**src/rtl/lkv_pkg.sv**
```systemverilog
// Shared types and constants for the LRU key/value cache.
`default_nettype none
package lkv_pkg;

    localparam int MAX_ENTRIES = 16;
    localparam int IDX_W       = (MAX_ENTRIES > 1) ? $clog2(MAX_ENTRIES) : 1;
    localparam int CNT_W       = $clog2(MAX_ENTRIES + 1);
    localparam int CAP_W       = 5;
    localparam int EFF_W       = (CNT_W > CAP_W) ? CNT_W : CAP_W;
    localparam int KEY_W       = 32;
    localparam int VAL_W       = 32;
    localparam int QDEPTH      = 2;
    localparam int QPTR_W      = (QDEPTH > 1) ? $clog2(QDEPTH) : 1;
    localparam int QCNT_W      = $clog2(QDEPTH + 1);

    localparam logic [CAP_W-1:0] CAP_RESET  = CAP_W'(16);
    localparam logic [VAL_W-1:0] MISS_VALUE = {VAL_W{1'b1}};

    typedef enum logic
    {
        OP_GET = 1'b0,
        OP_PUT = 1'b1
    } op_t;

    typedef struct packed
    {
        op_t               op;
        logic [KEY_W-1:0]  key;
        logic [VAL_W-1:0]  value;
    } item_t;

    typedef enum logic
    {
        ENG_LOOKUP = 1'b0,
        ENG_UPDATE = 1'b1
    } eng_state_t;

endpackage
`default_nettype wire

```
**src/rtl/lkv_front.sv**
```systemverilog
// Input side: accepts requests and holds them in a short queue for the engine.
`default_nettype none
module lkv_front
(
    input  wire logic                                          clk,
    input  wire logic                                          rst_n,
    input  wire logic                                          s_tvalid,
    output logic                                               s_tready,
    input  wire logic [lkv_pkg::KEY_W+lkv_pkg::VAL_W-1:0]      s_tdata,  // key, value
    input  wire logic                                          s_tuser,  // operation
    output logic                                               q_valid,
    output lkv_pkg::item_t                                     q_item,
    input  wire logic                                          q_pop
);

    lkv_pkg::item_t                    queue_mem [lkv_pkg::QDEPTH];
    logic [lkv_pkg::QPTR_W-1:0]        wr_ptr_reg, wr_ptr_next;
    logic [lkv_pkg::QPTR_W-1:0]        rd_ptr_reg, rd_ptr_next;
    logic [lkv_pkg::QCNT_W-1:0]        count_reg, count_next;
    logic                              push;
    logic                              pop;
    lkv_pkg::item_t                    in_item;

    assign s_tready = (count_reg != lkv_pkg::QCNT_W'(lkv_pkg::QDEPTH));
    assign push     = s_tvalid && s_tready;
    assign q_valid  = (count_reg != '0);
    assign pop      = q_pop && q_valid;
    assign q_item   = queue_mem[rd_ptr_reg];

    always_comb
    begin
        in_item.op    = lkv_pkg::op_t'(s_tuser);
        in_item.key   = s_tdata[lkv_pkg::KEY_W-1:0];
        in_item.value = s_tdata[lkv_pkg::KEY_W+lkv_pkg::VAL_W-1:lkv_pkg::KEY_W];
    end

    always_comb
    begin
        wr_ptr_next = wr_ptr_reg;
        rd_ptr_next = rd_ptr_reg;
        count_next  = count_reg;
        if (push)
        begin
            wr_ptr_next = (wr_ptr_reg == lkv_pkg::QPTR_W'(lkv_pkg::QDEPTH - 1)) ? '0
                        : wr_ptr_reg + lkv_pkg::QPTR_W'(1);
        end
        if (pop)
        begin
            rd_ptr_next = (rd_ptr_reg == lkv_pkg::QPTR_W'(lkv_pkg::QDEPTH - 1)) ? '0
                        : rd_ptr_reg + lkv_pkg::QPTR_W'(1);
        end
        if (push && !pop)
        begin
            count_next = count_reg + lkv_pkg::QCNT_W'(1);
        end
        else if (pop && !push)
        begin
            count_next = count_reg - lkv_pkg::QCNT_W'(1);
        end
    end

    always_ff @(posedge clk or negedge rst_n)
    begin
        if (!rst_n)
        begin
            wr_ptr_reg <= '0;
            rd_ptr_reg <= '0;
            count_reg  <= '0;
        end
        else
        begin
            wr_ptr_reg <= wr_ptr_next;
            rd_ptr_reg <= rd_ptr_next;
            count_reg  <= count_next;
        end
    end

    always_ff @(posedge clk)
    begin
        if (push)
        begin
            queue_mem[wr_ptr_reg] <= in_item;
        end
    end

endmodule
`default_nettype wire

```
**src/rtl/lkv_engine.sv**
```systemverilog
// Cache engine: parallel key match, LRU rank update, entry store and result register.
`default_nettype none
module lkv_engine
(
    input  wire logic                            clk,
    input  wire logic                            rst_n,
    input  wire logic [lkv_pkg::CNT_W-1:0]       eff_cap,
    input  wire logic                            q_valid,
    input  wire lkv_pkg::item_t                  q_item,
    output logic                                 q_pop,
    output logic                                 m_tvalid,
    input  wire logic                            m_tready,
    output logic [lkv_pkg::VAL_W-1:0]            m_tdata,
    output logic                                 m_tuser
);

    localparam int N  = lkv_pkg::MAX_ENTRIES;
    localparam int IW = lkv_pkg::IDX_W;

    lkv_pkg::eng_state_t          state_reg, state_next;
    logic [N-1:0]                 valid_reg, valid_next;
    logic [IW-1:0]                rank_reg [N];
    logic [IW-1:0]                rank_next [N];
    logic [lkv_pkg::CNT_W-1:0]    used_reg, used_next;
    logic [lkv_pkg::KEY_W-1:0]    key_mem [N];
    logic [lkv_pkg::VAL_W-1:0]    value_mem [N];

    logic                         m_tvalid_reg, m_tvalid_next;
    logic [lkv_pkg::VAL_W-1:0]    m_tdata_reg;
    logic                         m_tuser_reg;

    lkv_pkg::op_t                 lk_op_reg;
    logic [lkv_pkg::KEY_W-1:0]    lk_key_reg;
    logic [lkv_pkg::VAL_W-1:0]    lk_value_reg;
    logic                         lk_hit_reg;
    logic                         lk_evict_reg;
    logic [IW-1:0]                lk_idx_reg;
    logic [IW-1:0]                lk_rank_reg;
    logic [lkv_pkg::VAL_W-1:0]    lk_rdata_reg;

    logic [N-1:0]                 match;
    logic [N-1:0]                 oldest;
    logic [IW-1:0]                hit_idx;
    logic [IW-1:0]                free_idx;
    logic [IW-1:0]                old_idx;
    logic [lkv_pkg::CNT_W-1:0]    used_m1;
    logic                         hit;
    logic                         evict;
    logic                         out_free;
    logic                         lookup_load;
    logic                         commit;
    logic [lkv_pkg::VAL_W-1:0]    rdata_next;

    assign out_free = !m_tvalid_reg || m_tready;
    assign used_m1  = used_reg - lkv_pkg::CNT_W'(1);
    assign m_tvalid = m_tvalid_reg;
    assign m_tdata  = m_tdata_reg;
    assign m_tuser  = m_tuser_reg;

    // next state
    always_comb
    begin
        state_next = state_reg;
        case (state_reg)
            lkv_pkg::ENG_LOOKUP:
            begin
                if (q_valid)
                begin
                    state_next = lkv_pkg::ENG_UPDATE;
                end
            end
            lkv_pkg::ENG_UPDATE:
            begin
                if (out_free)
                begin
                    state_next = lkv_pkg::ENG_LOOKUP;
                end
            end
            default:
            begin
                state_next = lkv_pkg::ENG_LOOKUP;
            end
        endcase
    end

    // state outputs
    always_comb
    begin
        lookup_load = 1'b0;
        commit      = 1'b0;
        case (state_reg)
            lkv_pkg::ENG_LOOKUP:
            begin
                lookup_load = q_valid;
            end
            lkv_pkg::ENG_UPDATE:
            begin
                commit = out_free;
            end
            default:
            begin
                lookup_load = 1'b0;
                commit      = 1'b0;
            end
        endcase
    end

    assign q_pop = lookup_load;

    // parallel match, free slot and oldest slot
    always_comb
    begin
        hit_idx  = '0;
        free_idx = '0;
        old_idx  = '0;
        for (int i = 0; i < N; i++)
        begin
            match[i]  = valid_reg[i] && (key_mem[i] == q_item.key);
            oldest[i] = valid_reg[i] && (rank_reg[i] == used_m1[IW-1:0]);
        end
        for (int i = N - 1; i >= 0; i--)
        begin
            if (match[i])
            begin
                hit_idx = IW'(i);
            end
            if (!valid_reg[i])
            begin
                free_idx = IW'(i);
            end
            if (oldest[i])
            begin
                old_idx = IW'(i);
            end
        end
        hit   = |match;
        evict = (used_reg >= eff_cap);
    end

    always_ff @(posedge clk)
    begin
        if (lookup_load)
        begin
            lk_op_reg    <= q_item.op;
            lk_key_reg   <= q_item.key;
            lk_value_reg <= q_item.value;
            lk_hit_reg   <= hit;
            lk_evict_reg <= evict;
            lk_idx_reg   <= hit ? hit_idx : (evict ? old_idx : free_idx);
            lk_rank_reg  <= rank_reg[hit_idx];
            lk_rdata_reg <= value_mem[hit_idx];
        end
    end

    // recency and occupancy update
    always_comb
    begin
        valid_next = valid_reg;
        used_next  = used_reg;
        for (int i = 0; i < N; i++)
        begin
            rank_next[i] = rank_reg[i];
        end
        if (commit)
        begin
            if (lk_hit_reg)
            begin
                for (int i = 0; i < N; i++)
                begin
                    if (valid_reg[i] && (IW'(i) != lk_idx_reg) &&
                        (rank_reg[i] < lk_rank_reg))
                    begin
                        rank_next[i] = rank_reg[i] + IW'(1);
                    end
                end
                rank_next[lk_idx_reg] = '0;
            end
            else if (lk_op_reg == lkv_pkg::OP_PUT)
            begin
                for (int i = 0; i < N; i++)
                begin
                    if (valid_reg[i] && (IW'(i) != lk_idx_reg))
                    begin
                        rank_next[i] = rank_reg[i] + IW'(1);
                    end
                end
                rank_next[lk_idx_reg]  = '0;
                valid_next[lk_idx_reg] = 1'b1;
                if (!lk_evict_reg)
                begin
                    used_next = used_reg + lkv_pkg::CNT_W'(1);
                end
            end
        end
    end

    always_comb
    begin
        if (lk_op_reg == lkv_pkg::OP_GET)
        begin
            rdata_next = lk_hit_reg ? lk_rdata_reg : lkv_pkg::MISS_VALUE;
        end
        else
        begin
            rdata_next = '0;
        end
        m_tvalid_next = m_tvalid_reg;
        if (commit)
        begin
            m_tvalid_next = 1'b1;
        end
        else if (m_tready)
        begin
            m_tvalid_next = 1'b0;
        end
    end

    always_ff @(posedge clk or negedge rst_n)
    begin
        if (!rst_n)
        begin
            state_reg    <= lkv_pkg::ENG_LOOKUP;
            valid_reg    <= '0;
            used_reg     <= '0;
            m_tvalid_reg <= 1'b0;
            for (int i = 0; i < N; i++)
            begin
                rank_reg[i] <= '0;
            end
        end
        else
        begin
            state_reg    <= state_next;
            valid_reg    <= valid_next;
            used_reg     <= used_next;
            m_tvalid_reg <= m_tvalid_next;
            for (int i = 0; i < N; i++)
            begin
                rank_reg[i] <= rank_next[i];
            end
        end
    end

    always_ff @(posedge clk)
    begin
        if (commit)
        begin
            m_tdata_reg <= rdata_next;
            m_tuser_reg <= lk_hit_reg;
            if (lk_op_reg == lkv_pkg::OP_PUT)
            begin
                value_mem[lk_idx_reg] <= lk_value_reg;
                if (!lk_hit_reg)
                begin
                    key_mem[lk_idx_reg] <= lk_key_reg;
                end
            end
        end
    end

    a_used_count: assert property (@(posedge clk) disable iff (!rst_n)
        $countones(valid_reg) == used_reg)
        else $error("entry count differs from valid slots");

    a_unique_key: assert property (@(posedge clk) disable iff (!rst_n)
        lookup_load |-> $onehot0(match))
        else $error("key present in more than one slot");

    a_one_oldest: assert property (@(posedge clk) disable iff (!rst_n)
        (used_reg != '0) |-> $onehot(oldest))
        else $error("recency ranks are not a permutation");

    a_put_valid: assert property (@(posedge clk) disable iff (!rst_n)
        (commit && lk_op_reg == lkv_pkg::OP_PUT) |=> valid_reg[$past(lk_idx_reg)])
        else $error("stored slot not valid after put");

endmodule
`default_nettype wire

```
**src/rtl/lru_key_value_cache.sv**
```systemverilog
// Top level of the LRU key/value cache: capacity register, request queue and engine.
// A fully associative 16-entry key/value store with least-recently-used replacement.
// Each request is a get or a put on s_tuser (0 = get, 1 = put); each produces exactly
// one response transfer: m_tuser is the hit flag and m_tdata the value (-1 on a get
// miss, 0 for a put). Requests enter a two-deep queue; the engine takes one request at
// a time (a parallel key compare across all entries, then the recency and store update,
// which waits while the result register is full), so it pops no new request before the
// last one is done, owing to that read-modify-write of the recency state. With an idle
// queue, a request passes the queue, the lookup registers and the result register
// before m_tvalid rises. cfg_we writes active_capacity (0 acts as 1, above 16 acts
// as 16); write it only while no request is in flight. Reset clears all entries.
`default_nettype none
module lru_key_value_cache
(
    input  wire logic                                          clk,
    input  wire logic                                          rst_n,
    input  wire logic                                          cfg_we,
    input  wire logic [lkv_pkg::CAP_W-1:0]                     cfg_wdata,
    input  wire logic                                          s_tvalid,
    output logic                                               s_tready,
    input  wire logic [lkv_pkg::KEY_W+lkv_pkg::VAL_W-1:0]      s_tdata,  // lookup_key, write_value
    input  wire logic                                          s_tuser,  // operation
    output logic                                               m_tvalid,
    input  wire logic                                          m_tready,
    output logic [lkv_pkg::VAL_W-1:0]                          m_tdata,  // read_value
    output logic                                               m_tuser   // hit
);

    logic [lkv_pkg::CAP_W-1:0]   cap_reg, cap_next;
    logic [lkv_pkg::EFF_W-1:0]   cap_ext;
    logic [lkv_pkg::CNT_W-1:0]   eff_cap;
    logic                        q_valid;
    lkv_pkg::item_t              q_item;
    logic                        q_pop;

    always_comb
    begin
        cap_next = cfg_we ? cfg_wdata : cap_reg;
        cap_ext  = lkv_pkg::EFF_W'(cap_reg);
        if (cap_ext == '0)
        begin
            eff_cap = lkv_pkg::CNT_W'(1);
        end
        else if (cap_ext > lkv_pkg::EFF_W'(lkv_pkg::MAX_ENTRIES))
        begin
            eff_cap = lkv_pkg::CNT_W'(lkv_pkg::MAX_ENTRIES);
        end
        else
        begin
            eff_cap = lkv_pkg::CNT_W'(cap_ext);
        end
    end

    always_ff @(posedge clk or negedge rst_n)
    begin
        if (!rst_n)
        begin
            cap_reg <= lkv_pkg::CAP_RESET;
        end
        else
        begin
            cap_reg <= cap_next;
        end
    end

    lkv_front u_front
    (
        .clk      (clk),
        .rst_n    (rst_n),
        .s_tvalid (s_tvalid),
        .s_tready (s_tready),
        .s_tdata  (s_tdata),
        .s_tuser  (s_tuser),
        .q_valid  (q_valid),
        .q_item   (q_item),
        .q_pop    (q_pop)
    );

    lkv_engine u_engine
    (
        .clk      (clk),
        .rst_n    (rst_n),
        .eff_cap  (eff_cap),
        .q_valid  (q_valid),
        .q_item   (q_item),
        .q_pop    (q_pop),
        .m_tvalid (m_tvalid),
        .m_tready (m_tready),
        .m_tdata  (m_tdata),
        .m_tuser  (m_tuser)
    );

endmodule
`default_nettype wire

```
**config.mk**
```make
export PLATFORM = sky130hd
export DESIGN_NAME = lru_key_value_cache
export DESIGN_NICKNAME = d
export VERILOG_FILES = /design/src/rtl/lkv_pkg.sv /design/src/rtl/lkv_front.sv /design/src/rtl/lkv_engine.sv /design/src/rtl/lru_key_value_cache.sv
export SDC_FILE = /design/constraint.sdc
export NUM_CORES = 2
export LEC_CHECK = 0
export BUFFER_PORTS_ARGS = -buffer_cell sky130_fd_sc_hd__buf_2
export CAP_MARGIN = 20
export CORE_MARGIN = 4
export CORE_UTILIZATION = 55
export CTS_CLUSTER_SIZE = 40
export DETAILED_ROUTE_END_ITERATION = 10
export PLACE_DENSITY = 0.71
export SYNTH_ARGS = -nofsm -noshare
export SYNTH_HDL_FRONTEND = slang
export SYNTH_SLANG_ARGS = --single-unit
```
**constraint.sdc**
```tcl
create_clock -name clk -period 5.4 [get_ports clk]
set_clock_uncertainty 0.05 [all_clocks]
set_input_delay 0.54 -clock clk [delete_from_list [all_inputs] [get_ports clk]]
set_output_delay 0.54 -clock clk [all_outputs]
set_load 0.05 [all_outputs]
```
# == Word-level counts from Yosys, hierarchy flattened ==
# Memories as Yosys holds them, arrays and structs flattened. A register that Yosys moved wholly into a read port is not among the register bits.
# Index checks and enable logic that the tools add are counted.
# totals
mem_bits_rw,1154
word_cells,416
n_memories,3
ff_bits,204
in_bits,75
output_inout_bits,35
# mem_list
name,words,width,read_ports,rd_ports_with_merged_regs,write_ports,line_no,source
u_engine.key_mem,16,32,16,0,1,lkv_engine.sv:25,logic [lkv_pkg::KEY_W-1:0] key_mem [N];
u_engine.value_mem,16,32,1,1,1,lkv_engine.sv:26,logic [lkv_pkg::VAL_W-1:0] value_mem [N];
u_front.queue_mem,2,65,1,0,1,lkv_front.sv:16,lkv_pkg::item_t queue_mem [lkv_pkg::QDEPTH];
# classes
eq_ne,48
bitwise_logic,9
order_cmp,23
n_reduce_logical,84
muxes,194
n_addsub,22
# op_table
cell,n
two-way mux 4 bit,165
== test 32 bit,16
AND 64 bit,2
two-way mux 64 bit,2
logical AND 1 bit,70
adder 4 x 1 -> 4 bit (second input constant),16
== test 4 bit,16
less-than comparator 4 bit,16
inverter 64 bit,1
two-way mux 32 bit,1
inequality test 4 bit (first input constant),8
two-way mux 1 bit,18
binary-select mux 4 bit (select 4 bit),1
demux 4 bit (select 4 bit),1
inequality test 3 x 4 -> 1 bit (first input constant),4
bitwise OR 16 bit,1
OR reduction 16 bit,1
greater-or-equal comparator 5 bit (second input constant),2
two-way mux 5 bit,2
inverter 4 -> 5 bit,2
inequality test 2 x 4 -> 1 bit (first input constant),2
nonzero test 2 bit,4
adder 5 x 1 -> 5 bit (second input constant),1
greater-or-equal comparator 5 bit,1
21 further kinds,27

# == Longest topological paths before layout ==
# An unclocked memory read counts as a cell.
# logic_depth
ltp_word,23
mapped_depth,21
depth_no_buf,15

# == Cells and area by module ==
# A second synthesis with hierarchy kept.
# hier_totals
cells_unflattened,4102
hier_area_um2,60212.7
# by_module_without_submodules
module,seq_area_each_um2,area_each_um2,instances,cells_each
lkv_engine,37130.6,54949.0,1,3864
lkv_front,4003.8,5046.1,1,220
lru_key_value_cache,126.4,217.7,1,18

# == Worst setup path before layout ==
# OpenSTA, ideal clock, no wires.
# synth_path
kind,register -> register
start,"reg u_engine.m_tvalid_reg, in the netlist u_engine.m_tvalid"
end,"mem u_engine.value_mem[3][0] in the netlist's numbering, enable pin"
t_required_ns,4.929
period_less_slack_ns,4.377
arrival_time_ns,3.906
n_path_buf,2
setup_ns,0.421
path_stages_with_launch,7
setup_slack_ns,1.023
cell_sequence,dfrtp_1 -> nand2b_1 -> and2_1 -> clkbuf_1 -> nand2_1 -> clkbuf_1 -> nor2_1
# synth_via
elab_chain_cells,5
# synth_lines
element,line_no,source
from (decl),lkv_engine.sv:28,"logic m_tvalid_reg, m_tvalid_next;"
from (signal assigned),lkv_engine.sv:236,m_tvalid_reg <= m_tvalid_next;
zero test 1 bit,lkv_engine.sv:54,assign out_free = !m_tvalid_reg || m_tready;
logical OR 1 bit,lkv_engine.sv:54,
two-way mux 1 bit,lkv_engine.sv:91,case (state_reg)
named net u_engine.commit,lkv_engine.sv:51,logic commit;
two-way mux 1 bit,lkv_engine.sv:246,if (commit)
two-way mux 1 bit (implied by the code),lkv_engine.sv:252,value_mem[lk_idx_reg] <= lk_value_reg;
to (decl),lkv_engine.sv:26,
# The timed path passes the listed nets, and every way through them passes these cells.

# == Worst setup path in the final report ==
# layout_path
start,reg u_front.rd_ptr_reg
end,"reg u_engine.lk_rdata_reg[24] in the netlist's numbering, read port of u_engine.value_mem (data pin)"
# layout_via
elab_chain_cells,19
word_cells_on_any_way,49
cone_classes,16 x eq/ne; 16 x mux; 16 x reduce/logical; 1 x memory
# layout_lines
element,line_no,source
from (decl),lkv_front.sv:18,"logic [lkv_pkg::QPTR_W-1:0] rd_ptr_reg, rd_ptr_next;"
from (signal assigned),lkv_front.sv:73,rd_ptr_reg <= rd_ptr_next;
memory read (2 x 65 bit) (*),n/a,
== test 32 bit,lkv_engine.sv:118,match[i] = valid_reg[i] && (key_mem[i] == q_item.key);
logical AND 1 bit,lkv_engine.sv:118,
two-way mux 4 bit (15 in series),lkv_engine.sv:123,if (match[i])
two-way mux 4 bit (*),lkv_engine.sv:123,
to (decl),lkv_engine.sv:39,logic [lkv_pkg::VAL_W-1:0] lk_rdata_reg;
# Every way passes the cells marked *; elsewhere a longest branch is shown, timed or not.
# A chain may end at the register's enable or synchronous reset.

==> results.sh <==
export IMPL_crit_type="flop to flop"
export IMPL_wire_per_inst_um=29.21
export IMPL_status="complete, no violations"
export IMPL_grt_total_usage_pct=31.47
export IMPL_synthArstFlopShare_pct=6.906
export IMPL_die_area_mm2=0.1160
export IMPL_tns_ps=0
export IMPL_die_height_um=340.6
export IMPL_initial_utilization_pct=55.65
export IMPL_numClockSinks=1390
export IMPL_area_growth_pct=14.91
export IMPL_portBuffers=109
export IMPL_io_pins=110
export IMPL_relSlewSlack_pct=14.86
export IMPL_maxCapViolations=0
export IMPL_cp_max_fo=39
export IMPL_grt_setup_unrepaired="no"
export IMPL_syn_inst=4439
export IMPL_end_kind="flop"
export IMPL_synth_distinct_cells=69
export IMPL_wl_um=185200
export IMPL_crit_family="compound AO/OA/AOI/OAI gates"
export IMPL_powerDensity_mw_per_mm2=535.4
export IMPL_postSynthAreaPerCell_um2=13.70
export IMPL_synth_simple_gate_area_share_pct=12.27
export IMPL_ctsLongestPathBuffers=3
export IMPL_final_util_pct=63.95
export IMPL_seq_area_frac_synth_pct=67.83
export IMPL_crit_buf_inv=4
export IMPL_grt_remaining_overflow=0
export IMPL_cts_htree_levels=4
export IMPL_root_buffer="clkbuf_16"
export IMPL_min_path_type="primary input to flop"
export IMPL_reg_top3="u_engine.key_mem: 512 flops, u_engine.value_mem: 512 flops, u_front.queue_mem: 130 flops"
export IMPL_synth_top_family_by_area="simple AND/OR/NAND/NOR gates"
export IMPL_antenna_found_initial=10
export IMPL_synth_fp_nets=4586
export IMPL_rows=121
export IMPL_ys_ff_latch=1390
export IMPL_max_freq_ghz=0.1858
export IMPL_final_nets=4893
export IMPL_yosysWarnings=0
export IMPL_cp_arrival_ps=5820
export IMPL_antenna_left=0
export IMPL_grt_pass1_vias=40056
export IMPL_cts_clk_slew_worst_paths_ps=60
export IMPL_setup_viol=0
export IMPL_viasPerCell=6.505
export IMPL_drt_first_iter_violations=5949
export IMPL_synth_edf_count=1294
export IMPL_post_route_period_util_pct=99.64
export IMPL_syn_cell_area_mm2=0.06083
export IMPL_worst_path_most_repeated_cell="buf_4"
export IMPL_grt_pass1_wl_um=267300
export IMPL_dr_pass1_iters=6
export IMPL_finalCriticalPeriod_ps=5381
export IMPL_muxShareOfSynthArea_pct=2.464
export IMPL_finalHoldViolations=0
export IMPL_cp_slowest_cell="o21ba_4"
export IMPL_required_ps=5840
export IMPL_dpl_hpwl_um=108500
export IMPL_synth_compound_area_share_pct=5.179
export IMPL_grt_start_max_net_pins=96
export IMPL_num_vias=41247
export IMPL_slew_viol_final=0
export IMPL_p_leak_nw=23.59
export IMPL_tightestPinTransition_ps=1277
export IMPL_worstSkewPairLatency_ps=760
export IMPL_cts_buffers=142
export IMPL_peakVddDrop_mv=0.5063
export IMPL_gp_congestion=0.9727
export IMPL_coreArea_mm2=0.1093
export IMPL_power_total_mw=37.42
export IMPL_drcViolationCount=0
export IMPL_dieWidth_um=340.6
export IMPL_drive_gt1_share_pct=13.82
export IMPL_fill_cells=7980
export IMPL_crit_chain="buf_4 > mux2i_4 > buf_12 > buf_4 > nand3b_1 > a2111oi_0 > nand4_1 > nor2_1 > o221a_2 > o221a_2 > o21ba_4 > nand3_2 > buf_4 > o22ai_1 > nor3_1"
export IMPL_synthFlopType="edfxtp_1"
export IMPL_synth_fa_ha_area_share_pct=1.481
export IMPL_synth_xor_area_share_pct=8.452
export IMPL_start_kind="flop"
export IMPL_cts_tree="yes"
export IMPL_slowest_delay_ps=700
[where the power goes]
group	total [mW]	internal, mW	leakage, nW	switching (mW)
Combinational	11.5	3.88	8.42	7.61
Clock	9.61	5.47	2.20	4.15
Sequential	16.3	14.5	13.0	1.85
[synthesized netlist by cell type, types with 72 or more instances]
| cell type | instances | area, um2 |
|---|---|---|
| clkbuf_1 | 110 | 412.9 |
| nand3_1 | 111 | 555.5 |
| nand4_1 | 77 | 481.7 |
| o22ai_1 | 94 | 588.1 |
| nand2_1 | 584 | 2192 |
| xnor2_1 | 543 | 4756 |
| a21oi_1 | 73 | 365.4 |
| o21ai_0 | 93 | 465.5 |
| nor3_1 | 153 | 765.7 |
| dfrtp_1 | 95 | 2377 |
| ha_1 | 72 | 900.9 |
| inv_1 | 97 | 364.1 |
| nor2_1 | 125 | 469.2 |
| nor4_1 | 346 | 2165 |
| edfxtp_1 | 1294 | 38860 |
[logic make-up after synthesis]
group,after synthesis
buf+inv,312
xor+xnor,587
simple gates,1513
compound gates,478
fa+ha+maj,72
flops,1390
mux,87
[path summary, 6_finish.rpt]
check | cells past startpoint | slack, ps | from | to
worst min register to register | 1 | 430 | u_engine.used_reg[4] | u_engine.used_reg[4]
worst max register to register | 15 | 20 | u_front.rd_ptr_reg | u_engine.lk_rdata_reg[24]
worst min-delay path | 2 | 80 | cfg_we | cap_ext[3]
worst max-delay path | 15 | 20 | u_front.rd_ptr_reg | u_engine.lk_rdata_reg[24]
min in group asynchronous | 2 | 360 | rst_n | cap_ext[0]
max in group asynchronous | 3 | 3720 | rst_n | u_front.rd_ptr_reg
[through the flow]
step                      area (um2)  std cells  hold WS [ps]  setup slack (ps)
after global placement         64510       5997         416.8             109.1
after detailed placement       64560       5999         420.9            -80.53
after floorplan                60830       4439         194.4              1023
after global routing           69890       6339         74.25             5.154
after CTS                      69860       6337         43.13             149.4
final                          69900       6341         80.24             19.26
[layout by cell type, fill, tap and decap left out, types with 19 or more instances in the layout]
| master | count |
|---|---|
| edfxtp_1 | 1294 |
| nand2_1 | 581 |
| xnor2_1 | 542 |
| nor4_1 | 345 |
| nor3_1 | 153 |
| clkbuf_16 | 145 |
| buf_4 | 142 |
| nand3_1 | 108 |
| buf_2 | 108 |
| inv_1 | 96 |
| o22ai_1 | 94 |
| dfrtp_1 | 94 |
| o21ai_0 | 93 |
| nor2_1 | 89 |
| nand4_1 | 77 |
| a21oi_1 | 73 |
| dlygate4sd3_1 | 73 |
| ha_1 | 72 |
| a211oi_1 | 65 |
| buf_12 | 49 |
| xor2_1 | 43 |
| mux2_2 | 39 |
| clkbuf_1 | 37 |
| mux2i_4 | 32 |
| o221ai_1 | 32 |
| a21o_1 | 32 |
| nand2b_1 | 26 |
| clkinv_2 | 25 |
| nor2_4 | 24 |
| clkinv_1 | 22 |
| a31oi_1 | 19 |
[repair_timing]
action,CTS,global route
hold buffers,73,0
endpoints found under the hold margin,192,0
gates resized for setup,0,4
pin swaps,1,0
setup endpoints to repair,2,27
buffers inserted,4,0
gates cloned,1,0
[final cells by class]
type | count | area [um2] | share of cell area, %
diodes | 3 | 7.507 | 0.01074
clock buffers | 187 | 3836 | 5.488
clock inverters | 73 | 681.9 | 0.9756
inverters | 98 | 372.9 | 0.5334
multi-input cells | 2738 | 18470 | 26.43
flip-flops and latches | 1390 | 41260 | 59.04
well taps | 1476 | 1847 | 2.642
repair buffers | 376 | 3416 | 4.887
[routing by layer]
metal | global-route usage, % | up-vias | routed length, um
met2 | 50.48 | 2942 | 86700
met4 | 17.14 | 2 | 11740
met3 | 6.836 | 701 | 21010
met5 | 0 | - | 17
met1 | 40.30 | 20192 | 65760
li1 | - | 17410 | -
Note: power is estimated with default switching activity, not from simulation.
